===== config.mk =====
export PLATFORM = sky130hd
export DESIGN_NAME = programmable_interrupt_controller
export DESIGN_NICKNAME = d
export VERILOG_FILES = /design/src/sv/pic_pkg.sv /design/src/sv/pic_in_stage.sv /design/src/sv/pic_core.sv /design/src/sv/pic_out_stage.sv /design/src/sv/programmable_interrupt_controller.sv
export SDC_FILE = /design/constraint.sdc
export NUM_CORES = 1
export LEC_CHECK = 0
export ABC_AREA = 1
export BUFFER_PORTS_ARGS = -buffer_cell sky130_fd_sc_hd__buf_2
export CAP_MARGIN = 15
export CORE_MARGIN = 5
export CORE_UTILIZATION = 30
export CTS_BUF_LIST = sky130_fd_sc_hd__clkbuf_4
export CTS_CLUSTER_SIZE = 14
export DETAILED_ROUTE_END_ITERATION = 8
export GPL_TIMING_DRIVEN = 1
export PLACE_DENSITY = 0.5
export SETUP_SLACK_MARGIN = 0.2
export SLEW_MARGIN = 20
export SYNTH_ARGS = -nofsm -noshare
export SYNTH_HDL_FRONTEND = slang
export SYNTH_SLANG_ARGS = --single-unit

===== constraint.sdc =====
create_clock -name clk_i -period 3.1 [get_ports clk_i]
set_clock_uncertainty 0.2 [all_clocks]
set_input_delay 0 -clock clk_i [delete_from_list [all_inputs] [get_ports clk_i]]
set_output_delay 0 -clock clk_i [all_outputs]
set_load 0.02 [all_outputs]

===== src/sv/pic_pkg.sv =====
package pic_pkg;

  typedef enum logic [1:0] {
    REQ_WRITE = 2'd0,
    REQ_READ  = 2'd1,
    REQ_LINES = 2'd2,
    REQ_ACK   = 2'd3
  } pic_req_e;

  typedef enum logic [1:0] {
    INIT_READY = 2'd0,
    INIT_ICW2  = 2'd1,
    INIT_ICW3  = 2'd2,
    INIT_ICW4  = 2'd3
  } init_step_e;

  localparam logic       PORT_CMD   = 1'b0;
  localparam logic       PORT_DATA  = 1'b1;
  localparam logic [2:0] OCW2_NSEOI = 3'b001;
  localparam logic [2:0] OCW2_SEOI  = 3'b011;
  localparam logic [1:0] OCW3_RR_IRR = 2'b10;
  localparam logic [1:0] OCW3_RR_ISR = 2'b11;
  localparam logic [7:0] MASK_RESET = 8'hFF;

  typedef struct packed {
    pic_req_e   req_type;
    logic       port_select;
    logic [7:0] write_data;
    logic [7:0] request_lines;
  } item_t;

  typedef struct packed {
    logic [7:0] read_data;
    logic       int_out;
    logic [7:0] vector_out;
    logic       vector_valid;
  } result_t;

  typedef struct packed {
    logic       found;
    logic [2:0] idx;
  } level_t;

  function automatic level_t lowest_set(logic [7:0] v);
    level_t r;
    r = '0;
    for (int i = 7; i >= 0; i--) begin
      if (v[i]) begin
        r.found = 1'b1;
        r.idx   = 3'(i);
      end
    end
    return r;
  endfunction

  // fully nested: only requests above the highest level in service qualify
  function automatic level_t servable(logic [7:0] irr, logic [7:0] imr, logic [7:0] isr);
    logic [7:0] isr_low;
    logic [7:0] below;
    isr_low = isr & (~isr + 8'd1);
    below   = isr_low - 8'd1;
    return lowest_set(irr & ~imr & below);
  endfunction

endpackage


===== src/sv/pic_in_stage.sv =====
module pic_in_stage (
  input  logic            clk_i,
  input  logic            rst_ni,
  input  logic            in_valid_i,
  output logic            in_ready_o,
  input  pic_pkg::item_t  item_i,
  input  logic            advance_i,
  output logic            valid_o,
  output pic_pkg::item_t  item_o
);
  import pic_pkg::*;

  logic  valid_q, valid_d;
  item_t item_q;

  assign in_ready_o = !valid_q || advance_i;
  assign valid_d    = (in_valid_i && in_ready_o) || (valid_q && !advance_i);

  always_ff @(posedge clk_i or negedge rst_ni) begin
    if (!rst_ni) begin
      valid_q <= 1'b0;
    end else begin
      valid_q <= valid_d;
    end
  end

  always_ff @(posedge clk_i or negedge rst_ni) begin
    if (!rst_ni) begin
      item_q <= '0;
    end else if (in_valid_i && in_ready_o) begin
      item_q <= item_i;
    end
  end

  assign valid_o = valid_q;
  assign item_o  = item_q;

endmodule


===== src/sv/pic_core.sv =====
module pic_core (
  input  logic             clk_i,
  input  logic             rst_ni,
  input  logic             step_i,
  input  pic_pkg::item_t   item_i,
  output pic_pkg::result_t result_o
);
  import pic_pkg::*;

  init_step_e init_step_q, init_step_d;
  logic       wants_icw4_q, wants_icw4_d;
  logic       level_trig_q, level_trig_d;
  logic [4:0] vector_base_q, vector_base_d;
  logic [7:0] cascade_word_q, cascade_word_d;
  logic       auto_eoi_q, auto_eoi_d;
  logic [7:0] mask_q, mask_d;
  logic [7:0] irr_q, irr_d;
  logic [7:0] isr_q, isr_d;
  logic       rd_isr_sel_q, rd_isr_sel_d;
  logic [7:0] prior_lines_q, prior_lines_d;

  level_t     isr_top;
  level_t     ack_lvl;
  level_t     next_lvl;
  logic [7:0] wd;

  assign wd      = item_i.write_data;
  assign isr_top = lowest_set(isr_q);
  assign ack_lvl = servable(irr_q, mask_q, isr_q);

  always_comb begin
    init_step_d    = init_step_q;
    wants_icw4_d   = wants_icw4_q;
    level_trig_d   = level_trig_q;
    vector_base_d  = vector_base_q;
    cascade_word_d = cascade_word_q;
    auto_eoi_d     = auto_eoi_q;
    mask_d         = mask_q;
    irr_d          = irr_q;
    isr_d          = isr_q;
    rd_isr_sel_d   = rd_isr_sel_q;
    prior_lines_d  = prior_lines_q;
    result_o       = '0;

    unique case (item_i.req_type)
      REQ_WRITE: begin
        if (item_i.port_select == PORT_DATA) begin
          unique case (init_step_q)
            INIT_ICW2: begin
              vector_base_d = wd[7:3];
              init_step_d   = INIT_ICW3;
            end
            INIT_ICW3: begin
              cascade_word_d = wd;
              init_step_d    = wants_icw4_q ? INIT_ICW4 : INIT_READY;
            end
            INIT_ICW4: begin
              auto_eoi_d  = wd[1];
              init_step_d = INIT_READY;
            end
            INIT_READY: begin
              mask_d = wd;
            end
          endcase
        end else begin
          priority if (wd[4]) begin
            // ICW1
            wants_icw4_d = wd[0];
            level_trig_d = wd[3];
            mask_d       = '0;
            irr_d        = '0;
            isr_d        = '0;
            auto_eoi_d   = 1'b0;
            rd_isr_sel_d = 1'b0;
            init_step_d  = INIT_ICW2;
          end else if (wd[3]) begin
            // OCW3
            if (wd[1:0] == OCW3_RR_IRR) begin
              rd_isr_sel_d = 1'b0;
            end else if (wd[1:0] == OCW3_RR_ISR) begin
              rd_isr_sel_d = 1'b1;
            end
          end else begin
            // OCW2
            if (wd[7:5] == OCW2_NSEOI) begin
              if (isr_top.found) begin
                isr_d[isr_top.idx] = 1'b0;
              end
            end else if (wd[7:5] == OCW2_SEOI) begin
              isr_d[wd[2:0]] = 1'b0;
            end
          end
        end
      end
      REQ_READ: begin
        if (item_i.port_select == PORT_DATA) begin
          result_o.read_data = mask_q;
        end else begin
          result_o.read_data = rd_isr_sel_q ? isr_q : irr_q;
        end
      end
      REQ_LINES: begin
        irr_d         = level_trig_q ? item_i.request_lines
                                     : (irr_q | (item_i.request_lines & ~prior_lines_q));
        prior_lines_d = item_i.request_lines;
      end
      REQ_ACK: begin
        if (ack_lvl.found) begin
          irr_d[ack_lvl.idx] = 1'b0;
          if (!auto_eoi_q) begin
            isr_d[ack_lvl.idx] = 1'b1;
          end
          result_o.vector_out   = {vector_base_q, ack_lvl.idx};
          result_o.vector_valid = 1'b1;
        end
      end
    endcase

    next_lvl         = servable(irr_d, mask_d, isr_d);
    result_o.int_out = next_lvl.found;
  end

  always_ff @(posedge clk_i or negedge rst_ni) begin
    if (!rst_ni) begin
      init_step_q    <= INIT_READY;
      wants_icw4_q   <= 1'b0;
      level_trig_q   <= 1'b0;
      vector_base_q  <= '0;
      cascade_word_q <= '0;
      auto_eoi_q     <= 1'b0;
      mask_q         <= MASK_RESET;
      irr_q          <= '0;
      isr_q          <= '0;
      rd_isr_sel_q   <= 1'b0;
      prior_lines_q  <= '0;
    end else if (step_i) begin
      init_step_q    <= init_step_d;
      wants_icw4_q   <= wants_icw4_d;
      level_trig_q   <= level_trig_d;
      vector_base_q  <= vector_base_d;
      cascade_word_q <= cascade_word_d;
      auto_eoi_q     <= auto_eoi_d;
      mask_q         <= mask_d;
      irr_q          <= irr_d;
      isr_q          <= isr_d;
      rd_isr_sel_q   <= rd_isr_sel_d;
      prior_lines_q  <= prior_lines_d;
    end
  end

  a_vec_only_on_ack: assert property (@(posedge clk_i) disable iff (!rst_ni)
    step_i && result_o.vector_valid |-> item_i.req_type == REQ_ACK)
    else $error("vector issued for a non-acknowledge request");

  a_ack_sets_isr: assert property (@(posedge clk_i) disable iff (!rst_ni)
    step_i && result_o.vector_valid && !auto_eoi_q |=> isr_q != 8'h00)
    else $error("served acknowledge left ISR empty");

  a_icw1_starts_init: assert property (@(posedge clk_i) disable iff (!rst_ni)
    step_i && item_i.req_type == REQ_WRITE && item_i.port_select == PORT_CMD && wd[4]
    |=> init_step_q == INIT_ICW2 && mask_q == 8'h00 && irr_q == 8'h00 && isr_q == 8'h00)
    else $error("ICW1 did not restart initialization");

  a_no_int_when_masked: assert property (@(posedge clk_i) disable iff (!rst_ni)
    step_i && (irr_d & ~mask_d) == 8'h00 |-> !result_o.int_out)
    else $error("interrupt raised with no unmasked request");

endmodule


===== src/sv/pic_out_stage.sv =====
module pic_out_stage (
  input  logic             clk_i,
  input  logic             rst_ni,
  input  logic             load_i,
  input  pic_pkg::result_t result_i,
  output logic             free_o,
  output logic             out_valid_o,
  input  logic             out_ready_i,
  output pic_pkg::result_t result_o
);
  import pic_pkg::*;

  logic    valid_q, valid_d;
  result_t res_q;

  assign free_o  = !valid_q || out_ready_i;
  assign valid_d = load_i || (valid_q && !out_ready_i);

  always_ff @(posedge clk_i or negedge rst_ni) begin
    if (!rst_ni) begin
      valid_q <= 1'b0;
    end else begin
      valid_q <= valid_d;
    end
  end

  always_ff @(posedge clk_i) begin
    if (load_i) begin
      res_q <= result_i;
    end
  end

  assign out_valid_o = valid_q;
  assign result_o    = res_q;

endmodule


===== src/sv/programmable_interrupt_controller.sv =====
// Path: an accepted request is held in the input register, then its result in the result register.
// Throughput: one request per cycle; the input register keeps accepting while a result
// waits in the output register, stalling only when both hold unconsumed data.
// Reset: asynchronous, active low; mask reads all ones, every other register clears but the
// output result register, which has no reset; both stages empty. No clearing pass.
module programmable_interrupt_controller (
  input  logic       clk_i,
  input  logic       rst_ni,
  input  logic       in_valid_i,
  output logic       in_ready_o,
  input  logic [1:0] req_type_i,
  input  logic       port_select_i,
  input  logic [7:0] write_data_i,
  input  logic [7:0] request_lines_i,
  output logic       out_valid_o,
  input  logic       out_ready_i,
  output logic [7:0] read_data_o,
  output logic       int_out_o,
  output logic [7:0] vector_out_o,
  output logic       vector_valid_o
);
  import pic_pkg::*;

  item_t   item_in;
  item_t   item_st;
  logic    st_valid;
  logic    out_free;
  logic    advance;
  result_t core_res;
  result_t out_res;

  assign item_in.req_type      = pic_req_e'(req_type_i);
  assign item_in.port_select   = port_select_i;
  assign item_in.write_data    = write_data_i;
  assign item_in.request_lines = request_lines_i;

  assign advance = st_valid && out_free;

  pic_in_stage u_in (
    .clk_i      (clk_i),
    .rst_ni     (rst_ni),
    .in_valid_i (in_valid_i),
    .in_ready_o (in_ready_o),
    .item_i     (item_in),
    .advance_i  (advance),
    .valid_o    (st_valid),
    .item_o     (item_st)
  );

  pic_core u_core (
    .clk_i    (clk_i),
    .rst_ni   (rst_ni),
    .step_i   (advance),
    .item_i   (item_st),
    .result_o (core_res)
  );

  pic_out_stage u_out (
    .clk_i       (clk_i),
    .rst_ni      (rst_ni),
    .load_i      (advance),
    .result_i    (core_res),
    .free_o      (out_free),
    .out_valid_o (out_valid_o),
    .out_ready_i (out_ready_i),
    .result_o    (out_res)
  );

  assign read_data_o    = out_res.read_data;
  assign int_out_o      = out_res.int_out;
  assign vector_out_o   = out_res.vector_out;
  assign vector_valid_o = out_res.vector_valid;

endmodule


==> results of run 1 <==
==> logic make-up (layout without fill, tap and decap cells) <==
logic type | after synthesis | count (layout)
AND/OR/NAND/NOR | 255 | 255
AO/OA/AOI/OAI | 170 | 170
buffers and inverters | 108 | 189
flip-flops | 82 | 82
multiplexers | 7 | 7
adder cells (fa/ha/maj) | 5 | 5
other | 0 | 1
==> timing repair <==
| action | in CTS | in global routing |
|---|---|---|
| endpoints found under the hold margin | 87 | 0 |
| hold buffers | 24 | 0 |
| endpoints found under the setup margin | 1 | 1 |
| resized for setup | 2 | 10 |
==> state kept, by name, indices dropped and copies added, names as in the netlist <==
signal                flops
u_core.vector_base_q      5
u_core.isr_q              8
u_out.out_valid_o         1
u_core.prior_lines_q      8
u_core.wants_icw4_q       1
u_core.auto_eoi_q         1
u_core.level_trig_q       1
u_core.rd_isr_sel_q       1
u_out.result_o           18
u_core.init_step_q        2
u_in.valid_o              1
u_core.irr_q              8
u_in.item_o              19
u_core.mask_q             8
==> final timing paths <==
| check | endpoint | depth (start not counted) |
|---|---|---|
| worst max register to register | u_out.result_o[9]$_SDFFCE_PP1P_ | 14 |
| worst min-delay path | u_in.item_o[7]$_DFFE_PN0P_ | 3 |
| worst max-delay path | u_out.result_o[9]$_SDFFCE_PP1P_ | 14 |
| worst min register to register | u_core.prior_lines_q[2]$_DFFE_PN0P_ | 2 |
| min in group asynchronous | u_core.level_trig_q$_DFFE_PN0P_ | 3 |
| max in group asynchronous | u_core.mask_q[2]$_DFFE_PN1P_ | 4 |
==> critical path, cell delays in order, from the launching register on <==
cell and delay [ns]:
dfrtp_1 0.44, inv_1 0.13, ha_1 0.21, clkinv_2 0.14, nor2_1 0.20, inv_2 0.12
a31oi_2 0.22, o21ai_0 0.10, o21ai_0 0.10, nand2_2 0.11, nor3b_2 0.17, nor2_2 0.13
nand2_1 0.05, nor2_1 0.13, nand2_1 0.08
==> power by group through the flow <==
stage	Combinational, mW	Sequential (mW)	Clock (mW)
finish	2.20	1.79	0.900
floorplan	1.45	1.74	0
detailed placement	2.13	1.80	0
global route	2.46	1.83	0.963
global placement	2.14	1.80	0
CTS	2.16	1.78	0.932
==> routing by layer <==
metal / up-vias / GRT usage (%) / part of all wire (%)
li1: 2217 / - / -
met2: 152 / 28.87 / 46
met4: 0 / 8.959 / 3.6
met1: 2214 / 24.43 / 44
met3: 34 / 2.860 / 5.6
met5: - / 0 / 0
==> placed cells by master, fill, tap and decap left out, types with 4 or more instances in the layout <==
cell type      instances
dlygate4sd3_1         24
inv_2                  4
a22oi_1                4
dfstp_2                8
buf_2                 42
nand4_1                5
clkbuf_4               9
nor2_1                64
a21oi_1               48
dfrtp_1               54
o21ai_1                8
nand2_2                6
a31oi_1                7
nand3_1               26
nor2_2                 5
edfxtp_1              18
buf_4                 17
o21ai_0               81
ha_1                   5
mux2_2                 7
nand2_1              134
bufinv_16              4
inv_1                 85
o22ai_1                6
==> cell type report <==
cell class	count	share of cell area [%]
multi-input cells	437	38.22
repair buffers	83	10.05
clock inverters	7	2.437
inverters	90	5.898
flip-flops and latches	82	37.48
well taps	216	4.701
diodes	1	0.04353
clock buffers	9	1.175
==> results.sh, run 1 <==
export IMPL_cts_sinks=82
export IMPL_power_switching_mw=2.234
export IMPL_cap_violations=0
export IMPL_design_area_mm2=0.005749
export IMPL_status="completed"
export IMPL_cts_tree="built"
export IMPL_grt_pass1_wl_um=25600
export IMPL_finalWirelength_um=16110
export IMPL_p_clk_share_pct=18.4
export IMPL_reg2reg_slack_ns=0.35
export IMPL_rsz0062_at_grt="false"
export IMPL_gp_congestion=0.9968
export IMPL_grt_overflow=0
export IMPL_synth_cells=627
export IMPL_place_area_mm2=0.005265
export IMPL_crit_fanout=8
export IMPL_numPortBuffers=42
export IMPL_fin_util_pct=36.72
export IMPL_viasPerCell=4.991
export IMPL_p_leak_nw=2.649
export IMPL_drive_gt1_share_pct=17.51
export IMPL_die_h_um=135.6
export IMPL_cts_buffer_depth=2
export IMPL_synth_compound_area_share_pct=19.64
export IMPL_worst_r2r_startpoint="u_in.item_o[17]$_DFFE_PN0P_"
export IMPL_die_w_um=135.6
export IMPL_htree_num_levels=3
export IMPL_yosys_top_cells_count="nand2_1, inv_1, o21ai_0"
export IMPL_synth_warnings=0
export IMPL_fin_crit_sh_pct=88.80
export IMPL_vdd_ir_drop_worst_mv=0.2589
export IMPL_clock_latency_ns=0.48
export IMPL_routed_via_count=4617
export IMPL_numCtsBuffers=9
export IMPL_synth_most_common_cell="nand2_1"
export IMPL_start_util_pct=30.23
export IMPL_die_area_mm2=0.01839
export IMPL_cp_start_kind="flip-flop"
export IMPL_cts_setup_buffers=0
export IMPL_crit_required_ns=3.16
export IMPL_cellPowerDensity_mw_per_mm2=851.2
export IMPL_hold_class="in -> reg"
export IMPL_synth_top_family_by_area="simple AND/OR/NAND/NOR gates"
export IMPL_slew_headroom_pct=56.98
export IMPL_hold_slack_ns=0.07485
export IMPL_grt_max_degree=35
export IMPL_first_pass_iters=5
export IMPL_synth_fp_nets=655
export IMPL_drt_iter0_markers=529
export IMPL_synth_mux_area_share_pct=1.665
export IMPL_synth_area_top_cells="dfrtp_1, edfxtp_1, nand2_1, o21ai_0, inv_1"
export IMPL_fin_crit_ns=2.753
export IMPL_yosysSeqAreaShare_pct=45.47
export IMPL_combPwrFrac_pct=45.0
export IMPL_crit_type="reg -> reg"
export IMPL_cp_data_arrival_time_ns=2.81
export IMPL_synth_top_area_share_pct=29.61
export IMPL_cp_startpoint="u_in.item_o[17]$_DFFE_PN0P_"
export IMPL_cts_root_buffer="clkbuf_4"
export IMPL_synthXorXnorAreaFrac_pct=0
export IMPL_placedCellCount=884
export IMPL_grt_pass1_vias=4611
export IMPL_max_freq_mhz=363.3
export IMPL_ant_nets=0
export IMPL_setup_tns_final_ns=0
export IMPL_pre_cts_ws_ns=0.1378
export IMPL_clk_pin_slew_ns=0.15
export IMPL_antenna_found_initial=1
export IMPL_coreArea_mm2=0.01566
export IMPL_tightest_slew_ns=0.6452
export IMPL_fillers=1724
export IMPL_yosysTopAreaCell="dfrtp_1"
export IMPL_min_from="request_lines_i[7]"
export IMPL_area_growth_pct=21.46
export IMPL_synth_distinct_cells=43
export IMPL_layout_nets=731
export IMPL_layoutNonFillerInstCount=925
export IMPL_syn_area_per_cell_um2=7.549
export IMPL_synthAdderAreaFrac_pct=1.322
export IMPL_dp_hpwl_um=12380
export IMPL_power_mw=4.894
export IMPL_dominantRegCellSynth="dfrtp_1"
export IMPL_post_drt_wl_per_cell_um=17.41
export IMPL_synthSimpleGateAreaFrac_pct=23.16
export IMPL_multiInputGateArea_mm2=0.002197
export IMPL_register_area_mm2=0.002155
export IMPL_maxSlewViolCount=0
export IMPL_finalSetupViolCount=0
export IMPL_synth_edf_count=18
export IMPL_hold_viol_final=0
export IMPL_drc=0
export IMPL_cp_end_kind="flip-flop"
export IMPL_grt_usage_pct=18.28
export IMPL_ios=43
export IMPL_swShare_pct=45.66
export IMPL_row_count=46
export IMPL_synth_area_mm2=0.004733
export IMPL_ys_seq_elements=82
export IMPL_fin_ws_ns=0.3472
export IMPL_async_flop_share_pct=78.05
export IMPL_seqPwrFrac_pct=36.6
export IMPL_power_internal_mw=2.659
(Power assumes the default switching activity.)
==> inputs of run 2 (changes only) <==
Settings changed: CELL_PAD_IN_SITES_DETAIL_PLACEMENT set to 1, CELL_PAD_IN_SITES_GLOBAL_PLACEMENT set to 2, PLACE_DENSITY 0.5 to 0.74.
==> run 2 against run 1 <==
Die area unchanged; critical path type unchanged; register-to-register slack about the same; largest cell class unchanged; via count increased by 2.3%; sequential power about the same.
==> results.sh, run 2 (synthesized netlist as in run 1, its figures left out) <==
export IMPL_status="completed"
export IMPL_grt_max_degree=65
export IMPL_grt_pass1_vias=4873
export IMPL_ios=43
export IMPL_cp_end_kind="flip-flop"
export IMPL_reg2reg_to="u_out.result_o[9]$_SDFFCE_PP1P_"
export IMPL_cts_tree="built"
export IMPL_numCtsBuffers=9
export IMPL_hold_class="in -> async"
export IMPL_crit_type="reg -> reg"
export IMPL_place_area_mm2=0.005273
export IMPL_start_util_pct=30.23
export IMPL_ant_nets=0
export IMPL_cp_start_kind="flip-flop"
export IMPL_reg2reg_slack_ns=0.34
export IMPL_cellPowerDensity_mw_per_mm2=861.8
export IMPL_clk_pin_slew_ns=0.15
export IMPL_viasPerCell=5.057
export IMPL_area_growth_pct=23.13
export IMPL_finalWirelength_um=17280
export IMPL_row_count=46
export IMPL_cts_sinks=82
export IMPL_cpMostUsedCell="nand2_1"
export IMPL_max_stage_delay_ns=0.47
export IMPL_dr_wl_met3_um=832
export IMPL_vdd_ir_drop_worst_mv=0.2762
export IMPL_cp_data_arrival_time_ns=2.79
export IMPL_max_freq_mhz=362.9
export IMPL_drc=0
export IMPL_p_leak_nw=2.682
export IMPL_rsz0062_at_grt="true"
export IMPL_first_pass_iters=4
export IMPL_crit_fanout=5
export IMPL_diodes=0
export IMPL_seqPwrFrac_pct=35.2
export IMPL_cts_root_buffer="clkbuf_4"
export IMPL_worst_r2r_startpoint="u_core.isr_q[1]$_DFFE_PN0P_"
export IMPL_crit_path_top_delay_cell="dfrtp_2"
export IMPL_clock_latency_ns=0.47
export IMPL_tightest_slew_ns=0.8944
export IMPL_routed_via_count=4723
export IMPL_top_layer="met4"
export IMPL_mostFrequentLayoutCell="nand2_1"
export IMPL_r2r_cells=18
export IMPL_dp_hpwl_um=13160
export IMPL_die_area_mm2=0.01839
export IMPL_finalSetupViolCount=0
export IMPL_cp_top_family="simple AND/OR/NAND/NOR gates"
export IMPL_crit_required_ns=3.13
export IMPL_wl_met1_um=7915
export IMPL_gp_congestion=0.8883
export IMPL_swShare_pct=47.43
export IMPL_setup_tns_final_ns=0
export IMPL_design_area_mm2=0.005828
export IMPL_cp_num_buf_inv=0
export IMPL_p_clk_share_pct=15.1
export IMPL_fin_crit_ns=2.756
export IMPL_cap_violations=0
export IMPL_post_drt_wl_per_cell_um=18.50
export IMPL_antenna_found_initial=0
export IMPL_combPwrFrac_pct=49.6
export IMPL_maxSlewViolCount=0
export IMPL_power_switching_mw=2.382
export IMPL_layout_nets=741
export IMPL_cts_buffer_depth=2
export IMPL_drt_iter0_markers=284
export IMPL_hold_viol_final=0
export IMPL_fin_crit_sh_pct=88.90
export IMPL_grt_usage_pct=19.51
export IMPL_largest_reg_flops=19
export IMPL_numPortBuffers=42
export IMPL_crit_chain="nor2_4 -> nand2_4 -> nor2_4 -> nand2_1 -> nand2_1 -> nand2_1 -> nand2_1 -> nand2_2 -> a21oi_4 -> nand2_2 -> o21ai_1 -> nand2_1 -> nand3_1 -> nor2_1 -> nor2_2 -> nand2_1 -> nor2_1 -> nand2_1"
export IMPL_fillers=1970
export IMPL_drive_gt1_share_pct=20.61
export IMPL_power_mw=5.023
export IMPL_coreArea_mm2=0.01566
export IMPL_die_w_um=135.6
export IMPL_met2_length_um=7997
export IMPL_final_cell_mix="nand2_1, inv_1, o21ai_0"
export IMPL_slew_headroom_pct=40.38
export IMPL_htree_num_levels=3
export IMPL_die_h_um=135.6
export IMPL_grt_pass1_wl_um=27320
export IMPL_grt_overflow=0
export IMPL_power_internal_mw=2.640
## run 2: what timing repair did
action / CTS / global route
gates resized for setup: 3 / 27
hold buffers: 23 / 0
setup endpoints to repair: 1 / 1
pin swaps: 0 / 4
setup buffers: 0 / 10
endpoints found under the hold margin: 85 / 0
## run 2: per-layer routing
| layer | up-vias | GRT usage (%) |
|---|---|---|
| li1 | 2234 | - |
| met1 | 2337 | 26.47 |
| met2 | 118 | 31.17 |
| met3 | 34 | 3.046 |
| met4 | 0 | 7.951 |
| met5 | - | 0 |
## run 2: area by class of cell
cell class,instances,area (µm²),area share (%)
repair buffers,93,654.4,11.23
flip-flops and latches,82,2156,36.99
clock buffers,11,82.58,1.417
inverters,90,342.8,5.882
multi-input cells,437,2242,38.47
clock inverters,5,80.08,1.374
well taps,216,270.3,4.637
## run 2: worst max path at each step
stage                                            from                               to  depth (start not counted)
final                     u_core.isr_q[1]$_DFFE_PN0P_  u_out.result_o[9]$_SDFFCE_PP1P_                         18
after global routing      u_core.isr_q[1]$_DFFE_PN0P_  u_out.result_o[9]$_SDFFCE_PP1P_                         18
after CTS                 u_core.isr_q[0]$_DFFE_PN0P_  u_out.result_o[9]$_SDFFCE_PP1P_                         17
after detailed placement  u_in.item_o[15]$_DFFE_PN0P_  u_out.result_o[9]$_SDFFCE_PP1P_                         14
after global placement    u_core.isr_q[2]$_DFFE_PN0P_  u_out.result_o[9]$_SDFFCE_PP1P_                         19
after floorplan           u_in.item_o[17]$_DFFE_PN0P_  u_out.result_o[9]$_SDFFCE_PP1P_                         14
## run 2: tightest hold or removal path, cell delays in order
cell and delay, ns:
dlygate4sd3_1 0.52, buf_2 0.09, buf_4 0.67
## run 2: power groups by stage
stage | sequential, mW | clock (mW) | combinational [mW]
after floorplan | 1.74 | 0 | 1.45
after global placement | 1.77 | 0 | 2.24
after detailed placement | 1.78 | 0 | 2.27
after CTS | 1.76 | 0.783 | 2.32
after global routing | 1.81 | 0.820 | 2.76
final | 1.77 | 0.760 | 2.49
## run 2: metrics by stage
| stage | setup slack (ns) | cells | util (%) | hold WS, ns |
|---|---|---|---|---|
| 2_1_floorplan | 0.6159 | 627 | - | -0.4956 |
| 3_3_place_gp | 0.05708 | 885 | 33.68 | -0.001587 |
| 3_5_place_dp | 0.1274 | 885 | 33.68 | 0.02168 |
| 4_1_cts | 0.2094 | 924 | 36.25 | 0.04173 |
| 5_1_grt | 0.1808 | 934 | 37.23 | 0.07459 |
| 6_report | 0.3441 | 934 | 37.23 | 0.04859 |
